[src/smpq_pkg.sv]
// ----------------------------------------------------------------------------
// smpq_pkg
// Shared types, constants and codes of the stable min-first priority queue.
// ----------------------------------------------------------------------------
package smpq_pkg;

	localparam int CAPACITY_DEF = 16;
	localparam int VALUE_W      = 16;
	localparam int PRIO_W       = 8;
	localparam int FILL_W       = 5;
	localparam int SLOT_W       = VALUE_W + PRIO_W;

	localparam logic MODE_INSERT = 1'b0;
	localparam logic MODE_REMOVE = 1'b1;

	typedef struct packed {
		logic              mode;
		logic [VALUE_W-1:0] burst_value;
		logic [PRIO_W-1:0]  prio;
	} req_item_t;

	typedef struct packed {
		logic [VALUE_W-1:0] removed_value;
		logic               was_empty;
		logic               dropped_full;
		logic [FILL_W-1:0]  fill_count;
	} rsp_item_t;

	typedef struct packed {
		logic [PRIO_W-1:0]  prio;
		logic [VALUE_W-1:0] value;
	} slot_t;

	typedef enum logic [2:0] {
		ST_IDLE,
		ST_INSERT,
		ST_SCAN,
		ST_SCAN_END,
		ST_SHIFT_INIT,
		ST_SHIFT,
		ST_FINISH
	} state_t;

	typedef enum logic [1:0] {
		RES_NONE,
		RES_FULL,
		RES_EMPTY,
		RES_VALUE
	} res_kind_t;

	typedef struct packed {
		logic      latch_in;
		logic      ins_write;
		logic      scan_rd;
		logic      shift_start;
		logic      shift_rd;
		logic      dec_count;
		logic      set_result;
		res_kind_t res_kind;
		logic      load_out;
	} ctrl_cmd_t;

	typedef struct packed {
		logic count_zero;
		logic count_full;
		logic scan_last;
		logic shift_done;
		logic rd_pending;
		logic out_free;
	} ctrl_sts_t;

endpackage

[src/stable_min_priority_queue_core.sv]
// Insert or empty remove: the result is set in INSERT or SCAN, then loaded from FINISH.
// Remove of N entries, minimum in slot b (0 oldest): a scan of one read per cycle,
// then one read and one write per cycle for each entry after b (none if b = N - 1).
// One item at a time; the next is taken the cycle after a result loads, which waits
// while the previous result is stalled.
// Reset clears fill count, sequencer and output valid; slot RAM is not swept.
// ----------------------------------------------------------------------------
// stable_min_priority_queue_core
// Bounded min-first priority queue, stable among equal priorities.
// ----------------------------------------------------------------------------
module stable_min_priority_queue_core import smpq_pkg::*; #(
	parameter int CAPACITY = CAPACITY_DEF
) (
	input  logic      clk,
	input  logic      arst_n,
	input  logic      req_valid,
	output logic      req_stall,
	input  req_item_t req,
	output logic      rsp_valid,
	input  logic      rsp_stall,
	output rsp_item_t rsp
);

	ctrl_cmd_t cmd;
	ctrl_sts_t sts;

	smpq_ctrl u_ctrl (
		.clk      (clk),
		.arst_n   (arst_n),
		.req_valid(req_valid),
		.req_mode (req.mode),
		.sts      (sts),
		.req_stall(req_stall),
		.cmd      (cmd)
	);

	smpq_dp #(
		.CAPACITY(CAPACITY)
	) u_dp (
		.clk      (clk),
		.arst_n   (arst_n),
		.req      (req),
		.cmd      (cmd),
		.rsp_stall(rsp_stall),
		.sts      (sts),
		.rsp_valid(rsp_valid),
		.rsp      (rsp)
	);

endmodule

[src/smpq_ram.sv]
// ----------------------------------------------------------------------------
// smpq_ram
// Generic single-write, single-read RAM with registered read data.
// ----------------------------------------------------------------------------
module smpq_ram #(
	parameter int WIDTH = 8,
	parameter int DEPTH = 16
) (
	input  logic                     clk,
	input  logic                     we,
	input  logic [$clog2(DEPTH)-1:0] waddr,
	input  logic [WIDTH-1:0]         wdata,
	input  logic [$clog2(DEPTH)-1:0] raddr,
	output logic [WIDTH-1:0]         rdata
);

	logic [WIDTH-1:0] mem_q [DEPTH];

	always_ff @(posedge clk) begin
		if (we) begin
			mem_q[waddr] <= wdata;
		end
		rdata <= mem_q[raddr];
	end

endmodule

[src/smpq_ctrl.sv]
// ----------------------------------------------------------------------------
// smpq_ctrl
// Sequencer: dispatches insert and remove items, runs the minimum scan and
// the compaction sweep, and hands the result to the output register.
// ----------------------------------------------------------------------------
module smpq_ctrl import smpq_pkg::*; (
	input  logic      clk,
	input  logic      arst_n,
	input  logic      req_valid,
	input  logic      req_mode,
	input  ctrl_sts_t sts,
	output logic      req_stall,
	output ctrl_cmd_t cmd
);

	state_t state_q;
	state_t state_nxt;

	always_ff @(posedge clk or negedge arst_n) begin
		if (!arst_n) begin
			state_q <= ST_IDLE;
		end else begin
			state_q <= state_nxt;
		end
	end

	always_comb begin
		state_nxt = state_q;
		cmd       = '0;
		cmd.res_kind = RES_NONE;
		req_stall = (state_q != ST_IDLE);
		unique case (state_q)
			ST_IDLE: begin
				if (req_valid) begin
					cmd.latch_in = 1'b1;
					state_nxt = (req_mode == MODE_INSERT) ? ST_INSERT : ST_SCAN;
				end
			end
			ST_INSERT: begin
				cmd.set_result = 1'b1;
				if (sts.count_full) begin
					cmd.res_kind = RES_FULL;
				end else begin
					cmd.ins_write = 1'b1;
					cmd.res_kind  = RES_NONE;
				end
				state_nxt = ST_FINISH;
			end
			ST_SCAN: begin
				if (sts.count_zero) begin
					cmd.set_result = 1'b1;
					cmd.res_kind   = RES_EMPTY;
					state_nxt      = ST_FINISH;
				end else begin
					cmd.scan_rd = 1'b1;
					if (sts.scan_last) begin
						state_nxt = ST_SCAN_END;
					end
				end
			end
			ST_SCAN_END: begin
				state_nxt = ST_SHIFT_INIT;
			end
			ST_SHIFT_INIT: begin
				cmd.shift_start = 1'b1;
				state_nxt = ST_SHIFT;
			end
			ST_SHIFT: begin
				if (!sts.shift_done) begin
					cmd.shift_rd = 1'b1;
				end else if (!sts.rd_pending) begin
					cmd.dec_count  = 1'b1;
					cmd.set_result = 1'b1;
					cmd.res_kind   = RES_VALUE;
					state_nxt      = ST_FINISH;
				end
			end
			ST_FINISH: begin
				if (sts.out_free) begin
					cmd.load_out = 1'b1;
					state_nxt = ST_IDLE;
				end
			end
			default: begin
				state_nxt = ST_IDLE;
			end
		endcase
	end

endmodule

[src/smpq_dp.sv]
// ----------------------------------------------------------------------------
// smpq_dp
// Datapath: slot RAM, fill count, minimum tracker, compaction pointers and
// the result and output registers.
// ----------------------------------------------------------------------------
module smpq_dp import smpq_pkg::*; #(
	parameter int CAPACITY = CAPACITY_DEF
) (
	input  logic      clk,
	input  logic      arst_n,
	input  req_item_t req,
	input  ctrl_cmd_t cmd,
	input  logic      rsp_stall,
	output ctrl_sts_t sts,
	output logic      rsp_valid,
	output rsp_item_t rsp
);

	localparam int CW = $clog2(CAPACITY);
	localparam int NW = $clog2(CAPACITY + 1);

	req_item_t          item_q;
	logic [NW-1:0]      count_q;
	logic [CW-1:0]      scan_idx_q;
	logic [NW-1:0]      sh_idx_q;
	logic               rd_valid_s1;
	logic               rd_shift_s1;
	logic [CW-1:0]      rd_idx_s1;
	logic [PRIO_W-1:0]  best_prio_q;
	logic [VALUE_W-1:0] best_value_q;
	logic [CW-1:0]      best_idx_q;
	logic [VALUE_W-1:0] res_value_q;
	logic               res_empty_q;
	logic               res_full_q;
	logic               out_valid_q;
	rsp_item_t          out_q;

	logic               ram_we;
	logic [CW-1:0]      ram_waddr;
	slot_t              ram_wdata;
	logic [CW-1:0]      ram_raddr;
	slot_t              ram_rdata;
	logic               shift_wr;

	assign shift_wr  = rd_valid_s1 && rd_shift_s1;
	assign ram_we    = cmd.ins_write || shift_wr;
	assign ram_waddr = cmd.ins_write ? count_q[CW-1:0] : (rd_idx_s1 - CW'(1));
	assign ram_wdata = cmd.ins_write ? slot_t'{prio: item_q.prio, value: item_q.burst_value}
	                                 : ram_rdata;
	assign ram_raddr = cmd.scan_rd ? scan_idx_q : sh_idx_q[CW-1:0];

	smpq_ram #(
		.WIDTH(SLOT_W),
		.DEPTH(CAPACITY)
	) u_ram (
		.clk  (clk),
		.we   (ram_we),
		.waddr(ram_waddr),
		.wdata(ram_wdata),
		.raddr(ram_raddr),
		.rdata(ram_rdata)
	);

	assign sts.count_zero = (count_q == '0);
	assign sts.count_full = (count_q == NW'(CAPACITY));
	assign sts.scan_last  = ((NW'(scan_idx_q) + NW'(1)) == count_q);
	assign sts.shift_done = (sh_idx_q >= count_q);
	assign sts.rd_pending = rd_valid_s1;
	assign sts.out_free   = !out_valid_q || !rsp_stall;

	always_ff @(posedge clk) begin
		if (cmd.latch_in) begin
			item_q <= req;
		end
		if (rd_valid_s1 && !rd_shift_s1) begin
			if ((rd_idx_s1 == '0) || (ram_rdata.prio < best_prio_q)) begin
				best_prio_q  <= ram_rdata.prio;
				best_value_q <= ram_rdata.value;
				best_idx_q   <= rd_idx_s1;
			end
		end
		if (cmd.set_result) begin
			res_value_q <= (cmd.res_kind == RES_VALUE) ? best_value_q : '0;
			res_empty_q <= (cmd.res_kind == RES_EMPTY);
			res_full_q  <= (cmd.res_kind == RES_FULL);
		end
		if (cmd.load_out) begin
			out_q.removed_value <= res_value_q;
			out_q.was_empty     <= res_empty_q;
			out_q.dropped_full  <= res_full_q;
			out_q.fill_count    <= FILL_W'(count_q);
		end
		if (cmd.scan_rd || cmd.shift_rd) begin
			rd_idx_s1 <= ram_raddr;
		end
		rd_shift_s1 <= cmd.shift_rd;
	end

	always_ff @(posedge clk or negedge arst_n) begin
		if (!arst_n) begin
			count_q     <= '0;
			scan_idx_q  <= '0;
			sh_idx_q    <= '0;
			rd_valid_s1 <= 1'b0;
			out_valid_q <= 1'b0;
		end else begin
			rd_valid_s1 <= cmd.scan_rd || cmd.shift_rd;
			if (cmd.ins_write) begin
				count_q <= count_q + NW'(1);
			end else if (cmd.dec_count) begin
				count_q <= count_q - NW'(1);
			end
			if (cmd.latch_in) begin
				scan_idx_q <= '0;
			end else if (cmd.scan_rd) begin
				scan_idx_q <= scan_idx_q + CW'(1);
			end
			if (cmd.shift_start) begin
				sh_idx_q <= NW'(best_idx_q) + NW'(1);
			end else if (cmd.shift_rd) begin
				sh_idx_q <= sh_idx_q + NW'(1);
			end
			if (cmd.load_out) begin
				out_valid_q <= 1'b1;
			end else if (!rsp_stall) begin
				out_valid_q <= 1'b0;
			end
		end
	end

	assign rsp_valid = out_valid_q;
	assign rsp       = out_q;

endmodule

[config.mk]
export PLATFORM = sky130hd
export DESIGN_NAME = stable_min_priority_queue_core
export DESIGN_NICKNAME = d
export VERILOG_FILES = /design/src/smpq_pkg.sv /design/src/stable_min_priority_queue_core.sv /design/src/smpq_ram.sv /design/src/smpq_ctrl.sv /design/src/smpq_dp.sv
export SDC_FILE = /design/constraint.sdc
export NUM_CORES = 1
export LEC_CHECK = 0
export BUFFER_PORTS_ARGS = -buffer_cell sky130_fd_sc_hd__clkbuf_2
export CORE_AREA = 2 2 212 214
export DETAILED_ROUTE_END_ITERATION = 8
export DIE_AREA = 0 0 214 216
export GPL_ROUTABILITY_DRIVEN = 0
export PLACE_DENSITY_LB_ADDON = 0.15
export SETUP_SLACK_MARGIN = 0.02
export SLEW_MARGIN = 25
export SYNTH_ARGS = -nofsm -noshare
export SYNTH_HDL_FRONTEND = slang
export SYNTH_SLANG_ARGS = --single-unit
[constraint.sdc]
create_clock -name clk -period 3.2 [get_ports clk]
set_input_delay 0.16 -clock clk [delete_from_list [all_inputs] [get_ports clk]]
set_output_delay 0.16 -clock clk [all_outputs]
set_load 0.005 [all_outputs]
==> metrics.md, run 1 <==
| Metric | Value |
|---|---|
| Status | complete, no violations |
| Fill cells | roughly 3500 |
| RSZ-0062 raised after global routing | yes |
| Initial antenna violation count | 0 |
| Critical path class | flop to flop |
| Post-Syn Instances | 1275 |
| Worst Tran Pin Value | between 1 and 1.5 ns |
| Critical path arrival | between 3 and 4 ns |
| # setup viols final | 0 |
| Cells after DPL | 1923 |
| Ports | 54 |
| Count of cell types in the netlist | 54 |
| WP data required | roughly 3.7 ns |
| Max_slew headroom | 0.329 |
| Final core occ | 0.556 |
| Ys flop type | edfxtp_1 |
| Crit-path max cell delay | 0.38 ns |
| Post-cts resize count | 0 |
| Initial Util | 0.475 |
| Sequential fraction of the synthesis area | 0.741 |
| Ratio of cells with drive above 1 in the final layout | 0.186 |
| Crit start category | flop |
| Core area | 43800 sq um |
| Vias in the first global route | ~11000 |
| GRT Util Overall | 0.201 |
| Clk Latency, worst-skew pair | 0.60 ns |
| Clk pwr share | 0.244 |
| Total global routing overflow | 0 |
| ANT nets after route | 0 |
| HPWL after DPL | about 26000 um |
| Leak Pwr | approximately 8.6 nW |
| Internal power | 16.4 mW |
| Hold Fails Final Rpt | 0 |
| Synth async-reset ratio | 0.0362 |
| Fin. max-slew vios | 0 |
| Place WS | around 0.28 ns |
| Post-Syn Nets | 1323 |
| Worst-case vdd ir drop | 0.480 mV |
| Syn_area_per_cell | 16.3 sq um |
| Clock slew at reported path FFs | about 0.060 ns |
| Crit end category | flop |
| Core Rows | 77 |
| Crit Path Max Fanout | between 50 and 60 |
| Max Fclk | ~0.34 GHz |
| Clock buffer depth | 3 |
| Area Overhead vs Synth | 17.0% |
| Minimum clock period | 2.90 ns |
| Vias per cell | ~5.4 |
| Drt first-iter violations | 983 |
| Inserted Diodes | 0 |
| Remaining DRCs | 0 |
| Drt pass-1 iters | 5 |
| Final Non-Filler Cells | 2051 |
| Net Switching | 8.06 mW |
| First-pass GRT wire length | 69400 um |
| Logic pwr share | 0.333 |
| Yosys reg bits | 525 |
| Netlist Area Pre-Place | 20800 sq um |
| Hold_ws | 0.0719 ns |
| Design Power | 24.5 mW |
| Die H | 216 um |
| Most frequent cells in the layout | edfxtp_1 (481), mux2i_1 (146), nand2_1 (98), a21oi_1 (61), clkbuf_16 (54) |
| Critical path's most frequent cell | buf_12 |
| Die width | 214 um |
| Final WL | 45600 um |
| Clock sinks | 525 |
| Fin crit share | 0.906 |
| Crit-path cells | nor4_2 -> a21o_1 -> mux2i_4 -> buf_12 -> buf_12 -> mux2i_1 -> mux2_2 -> o22ai_1 -> a221o_1 |
| Drt wl/cell | 22.2 um |
| Root Driver | clkbuf_16 |
| CTS tree | yes |
| Total number of vias | ~11000 |
| Hold Crit Class | input port to asynchronous set/reset pin |
| Dpl cell area | 22400 sq um |
| Largest net degree at the start of global routing | 67 |
| Max-cap violations | 0 |
| IO Port Bufs | 53 |
| Post-synth EDFFs | 481 |
| Worst path slowest cell | dfrtp_1 |
| Sequential fraction of design power | 0.423 |
| Pwr dens | about 1000 nW/um^2 |
| Layout Skew | 0.0199 ns |
| H-Tree Depth | 2 |
| Leading cell type in the layout, fill and taps excluded | edfxtp_1 |
| Finished Cell Area | 24400 sq um |
| Die area | 46200 sq um |
| Buf/Inv on CP | 2 |
| Post-CTS setup buffer count | 0 |
| Fin worst setup slack | 0.300 ns |
| TritonCTS Buffers | 54 |
| Worst path top cell family by delay | multiplexers |
| Syn. warnings | 0 |
| Setup TNS | 0 ns |
| Fin nets | 1462 |
| Switching Fraction | 0.329 |
[cells in the mapped netlist, types with 2 or more instances]
| master | count | share of area |
|---|---|---|
| xnor2_1 | 11 | 0.0046 |
| mux2i_1 | 146 | 0.070 |
| and2_1 | 17 | 0.0051 |
| o21ai_0 | 14 | 0.0034 |
| a221o_1 | 24 | 0.012 |
| clkbuf_1 | 28 | 0.0050 |
| nand3b_1 | 2 | 0.00072 |
| buf_4 | 2 | 0.00072 |
| edfxtp_1 | 481 | 0.69 |
| ha_1 | 18 | 0.011 |
| o211ai_1 | 2 | 0.00072 |
| nor3b_1 | 3 | 0.0011 |
| nor2b_1 | 49 | 0.015 |
| nand2b_1 | 3 | 0.00090 |
| mux2i_4 | 2 | 0.0022 |
| a31oi_1 | 3 | 0.00090 |
| inv_1 | 23 | 0.0041 |
| and3_1 | 2 | 0.00060 |
| buf_6 | 14 | 0.0076 |
| buf_2 | 17 | 0.0041 |
| a21o_1 | 8 | 0.0029 |
| o22ai_1 | 25 | 0.0075 |
| a21oi_1 | 62 | 0.015 |
| nor2_1 | 32 | 0.0058 |
| or2_2 | 2 | 0.00060 |
| dfrtp_1 | 19 | 0.023 |
| a211oi_1 | 51 | 0.018 |
| xor2_1 | 5 | 0.0021 |
| nand3_1 | 3 | 0.00072 |
| dfxtp_1 | 25 | 0.024 |
| or3_1 | 4 | 0.0012 |
| nand2_1 | 98 | 0.018 |
| mux2_2 | 52 | 0.028 |
| nor3_1 | 8 | 0.0019 |
[cell families (layout without fill, tap and decap cells)]
kind of cell               count (synthesis)  after routing  share of synthesized area
DFF                                      525            525                      0.741
adders and majority gates                 19             19                     0.0118
buffers and inverters                     87            271                     0.0227
and+or+nand+nor                          229            229                     0.0535
xor gates and xnor gates                  16             16                    0.00673
muxes                                    200            200                      0.100
AOI/OAI and AO/OA                        199            199                     0.0643
[what timing repair did]
action                                  CTS  global route
hold buffers                             27             0
hold endpoints to repair                 46             0
endpoints found under the setup margin    0            14
[flip-flops by register name, indices dropped and copies added, names as in the netlist, 3 cells and up]
register           cells
u_dp.res_value_q      16
u_dp.rd_idx_s1         4
u_dp.sh_idx_q          5
u_dp.scan_idx_q        4
u_dp.best_value_q     16
u_dp.item_q           24
u_ctrl.state_q         3
u_dp.rsp              23
u_dp.u_ram.mem_q     384
u_dp.u_ram.rdata      24
u_dp.count_q           5
u_dp.best_idx_q        4
u_dp.best_prio_q       8
[per-layer routing]
| metal | track usage | up-vias | wire, um |
|---|---|---|---|
| met5 | 0 | - | 0 |
| met4 | 0.0499 | 0 | 795 |
| met3 | 0.0368 | 55 | 2000 |
| met2 | 0.343 | 241 | 22500 |
| met1 | 0.268 | 5572 | 20400 |
| li1 | - | 5175 | - |
[final cells by class]
type | instances | area (sq um) | area share
timing repair buffer | 147 | 1340 | 0.0550
multi-input combinational | 663 | 5070 | 0.208
clock buffer | 85 | 1550 | 0.0635
tap | 592 | 741 | 0.0304
sequential | 525 | 15400 | 0.633
inverter | 23 | 86.3 | 0.00354
clock inverter | 16 | 156 | 0.00642
[power by group through the flow]
stage,clock [mW],sequential [mW],combinational (mW)
after global routing,6.39,10.5,8.94
after CTS,6.12,10.4,8.22
after floorplan,0,10.3,5.66
final,5.98,10.4,8.14
after global placement,0,10.5,8.03
after detailed placement,0,10.5,8.15
[worst reg2reg max path, delay by kind of cell (launching register included)]
family,cells,cell delay (ns)
multiplexers,3,0.81
AND/OR/NAND/NOR,1,0.35
AO/OA/AOI/OAI,3,0.73
flip-flops,1,0.38
buffers and inverters,2,0.51
[path summary, 6_finish.rpt]
| check | start | endpoint | slack [ns] | depth (start not counted) |
|---|---|---|---|---|
| setup reg to reg | u_dp.count_q[0]$_DFFE_PN0P_ | u_dp.u_ram.rdata[19]$_DFF_P_ | 0.30 | 9 |
| setup / recovery | u_dp.count_q[0]$_DFFE_PN0P_ | u_dp.u_ram.rdata[19]$_DFF_P_ | 0.30 | 9 |
| hold / removal | arst_n | u_dp.sh_idx_q[4]$_DFFE_PN0P_ | 0.07 | 2 |
| hold reg to reg | u_dp.res_value_q[15]$_SDFFCE_PP0P_ | u_dp.rsp[22]$_DFFE_PP_ | 0.42 | 0 |
| max in group asynchronous | arst_n | u_dp.count_q[4]$_DFFE_PN0P_ | 2.77 | 2 |
| min in group clk | req_valid | u_dp.item_q[6]$_DFFE_PP_ | 0.09 | 3 |
Note: power is estimated with default switching activity, not from simulation.
==> run 2, diff against run 1 <==
--- a/config.mk
+++ b/config.mk
@@ -10,6 +10,7 @@
 export DETAILED_ROUTE_END_ITERATION = 8
 export DIE_AREA = 0 0 214 216
 export GPL_ROUTABILITY_DRIVEN = 0
+export MAX_ROUTING_LAYER = met4
 export PLACE_DENSITY_LB_ADDON = 0.15
 export SETUP_SLACK_MARGIN = 0.02
 export SLEW_MARGIN = 25
==> run 2 against run 1 <==
  * Register-to-register slack is essentially flat
  * Count of clock-buffer cells in the layout did not move
  * Final area stayed put
  * Sequential power about the same
  * Fmax down 0.17%
  * Highest routed layer unchanged
==> metrics.md, run 2 (synthesized netlist as in run 1, its figures left out) <==
| Metric | Value |
|---|---|
| Die width | 214 um (unchanged) |
| H-Tree Depth | 2 (unchanged) |
| Largest registers | u_dp.u_ram.mem_q (384), u_dp.item_q (24), u_dp.u_ram.rdata (24) |
| Worst Tran Pin Value | 1.00 ns (+0.000241 ns) |
| First-pass GRT wire length | 69400 um (about the same) |
| Clk Latency, worst-skew pair | 0.60 ns (about the same) |
| Critical path class | flop to flop |
| Hold Fails Final Rpt | 0 (unchanged) |
| Max_slew headroom | 0.329 (about the same) |
| Initial Util | 0.475 (unchanged) |
| Hold Crit Class | input port to asynchronous set/reset pin |
| Die area | 46200 sq um (unchanged) |
| Clock slew at reported path FFs | 0.06 ns (about the same) |
| Setup TNS | 0 ns (unchanged) |
| Worst reg-to-reg setup slack | 0.29 ns (about the same) |
| Max-cap violations | 0 (unchanged) |
| Ratio of cells with drive above 1 in the final layout | 0.186 (unchanged) |
| Core Rows | 77 (unchanged) |
| Worst R2R End | u_dp.u_ram.rdata[19]$_DFF_P_ |
| Hold_ws | 0.0708 ns (-0.00115 ns) |
| HPWL after DPL | 26300 um (unchanged) |
| Fin nets | 1462 (unchanged) |
| Area of the multi-input gates | 5070 sq um (unchanged) |
| Drt pass-1 iters | 5 (unchanged) |
| Clock sinks | 525 (unchanged) |
| Critical path's most frequent cell | buf_12 |
| Pwr dens | 1010 nW/um^2 (about the same) |
| GRT busiest layer | met2 |
| Max FFs per register | 384 (unchanged) |
| Remaining DRCs | 0 (unchanged) |
| Area Overhead vs Synth | 17.0% (unchanged) |
| Fin. max-slew vios | 0 (unchanged) |
| R2R Path Start | u_dp.count_q[0]$_DFFE_PN0P_ |
| Inserted Diodes | 0 (unchanged) |
| Post-CTS setup buffer count | 0 (unchanged) |
| Final WL | 45700 um (+0.12%) |
| Die H | 216 um (unchanged) |
| Crit Path Max Fanout | 52 (unchanged) |
| Drt first-iter violations | 1028 (+4.6%) |
| Total number of vias | 11007 (-0.33%) |
| GRT Util Overall | 0.207 (+0.00615) |
| ANT nets after route | 0 (unchanged) |
| Dpl cell area | 22400 sq um (unchanged) |
| Crit path launch | u_dp.count_q[0]$_DFFE_PN0P_ |
| Clock buffer depth | 3 (unchanged) |
| Fill cells | 3464 (unchanged) |
| Status | complete, no violations |
| Fin crit share | 0.908 (+0.00156) |
| Worst-case vdd ir drop | 0.485 mV (+0.99%) |
| Total global routing overflow | 0 (unchanged) |
| Crit start category | flop |
| Crit end category | flop |
| Core area | 43800 sq um (unchanged) |
| Worst path top cell family by delay | multiplexers |
| Vias in the first global route | 11102 (-0.14%) |
| Critical path arrival | 3.38 ns (about the same) |
| Worst path slowest cell | dfrtp_1 |
| Final Non-Filler Cells | 2051 (unchanged) |
| RSZ-0062 raised after global routing | yes |
| TritonCTS Buffers | 54 (unchanged) |
| Leading cell type in the layout, fill and taps excluded | edfxtp_1 |
| Crit-path cells | nor4_2 -> a21o_1 -> mux2i_4 -> buf_12 -> buf_12 -> mux2i_1 -> mux2_2 -> o22ai_1 -> a221o_1 |
| CTS tree | yes |
| Reg with most FFs | u_dp.u_ram.mem_q |
| Register area | 15400 sq um (unchanged) |
| Most frequent cells in the layout | edfxtp_1 (481), mux2i_1 (146), nand2_1 (98), a21oi_1 (61), clkbuf_16 (54) |
| Max Fclk | 0.344 GHz (-0.17%) |
| Buf/Inv on CP | 2 (unchanged) |
| Finished Cell Area | 24400 sq um (unchanged) |
| Cells after DPL | 1923 (unchanged) |
| Vias per cell | 5.37 (-0.33%) |
| Largest net degree at the start of global routing | 67 (unchanged) |
| Root Driver | clkbuf_16 |
| IO Port Bufs | 53 (unchanged) |
| Minimum clock period | 2.91 ns (+0.00501 ns) |
| # setup viols final | 0 (unchanged) |
| WP data required | 3.68 ns (about the same) |
| Ports | 54 (unchanged) |
| Reg2Reg Depth | 9 (unchanged) |
| Drt wl/cell | 22.3 um (+0.12%) |
| Crit-path max cell delay | 0.38 ns (about the same) |
| Leak Pwr | 8.58 nW (unchanged) |
| Met2 GRT Util | 0.342 (about the same) |
| Grt met3 use | 0.0368 (unchanged) |
| Initial antenna violation count | 0 (unchanged) |
| Layout Skew | 0.0216 ns (+0.00167 ns) |
| M1 GR Usage | 0.268 (about the same) |
| Cell depth of the worst setup path | 9 (unchanged) |
run 2: cell counts in the layout (fill, tap and decap cells not counted):
Identical to the previous run, type by type.
run 2: worst max-delay path by stage:
stage	endpoint	slack (ns)
3_5_place_dp	u_dp.u_ram.rdata[19]$_DFF_P_	0.28
4_1_cts	u_dp.u_ram.rdata[19]$_DFF_P_	0.26
2_1_floorplan	u_dp.u_ram.mem_q[8][0]$_DFFE_PP_	0.16
5_1_grt	u_dp.u_ram.mem_q[15][6]$_DFFE_PP_	0.01
3_3_place_gp	u_dp.u_ram.rdata[6]$_DFF_P_	0.26
6_report	u_dp.u_ram.rdata[19]$_DFF_P_	0.29
run 2: worst reg2reg max path: stages, from the launching register on:
cell	delay [ns]
dfrtp_1	0.38
nor4_2	0.35
a21o_1	0.38
mux2i_4	0.34
buf_12	0.20
buf_12	0.31
mux2i_1	0.28
mux2_2	0.19
o22ai_1	0.09
a221o_1	0.27
run 2: area by class of cell:
| class | count | share of cell area |
|---|---|---|
| sequential | 525 | 0.633 |
| tap | 592 | 0.0304 |
| timing repair buffer | 147 | 0.0550 |
| inverter | 23 | 0.00354 |
| clock inverter | 16 | 0.00642 |
| multi-input combinational | 663 | 0.208 |
| clock buffer | 85 | 0.0635 |
run 2: routing by layer:
metal,up-vias,part of all wire
li1,5172,-
met1,5554,0.45
met2,223,0.49
met3,58,0.045
met4,0,0.018
met5,-,0
run 2: metrics by stage:
stage,util,power (mW),setup WS (ns)
6_report,0.556,24.5,0.295
5_1_grt,0.556,25.8,0.00983
4_1_cts,0.556,24.7,0.262
3_5_place_dp,0.511,18.6,0.277
3_3_place_gp,0.511,18.5,0.264
2_1_floorplan,-,15.9,0.160
run 2: repair_timing:
action	CTS	global route
endpoints found under the hold margin	46	0
resized for setup	0	0
hold buffers	27	0
endpoints found under the setup margin	0	14
run 2: report_power, final:
part	internal [mW]	switching, mW
logic	3.11	5.05
clock network	3.48	2.49
registers	9.82	0.533
total	16.4	8.07
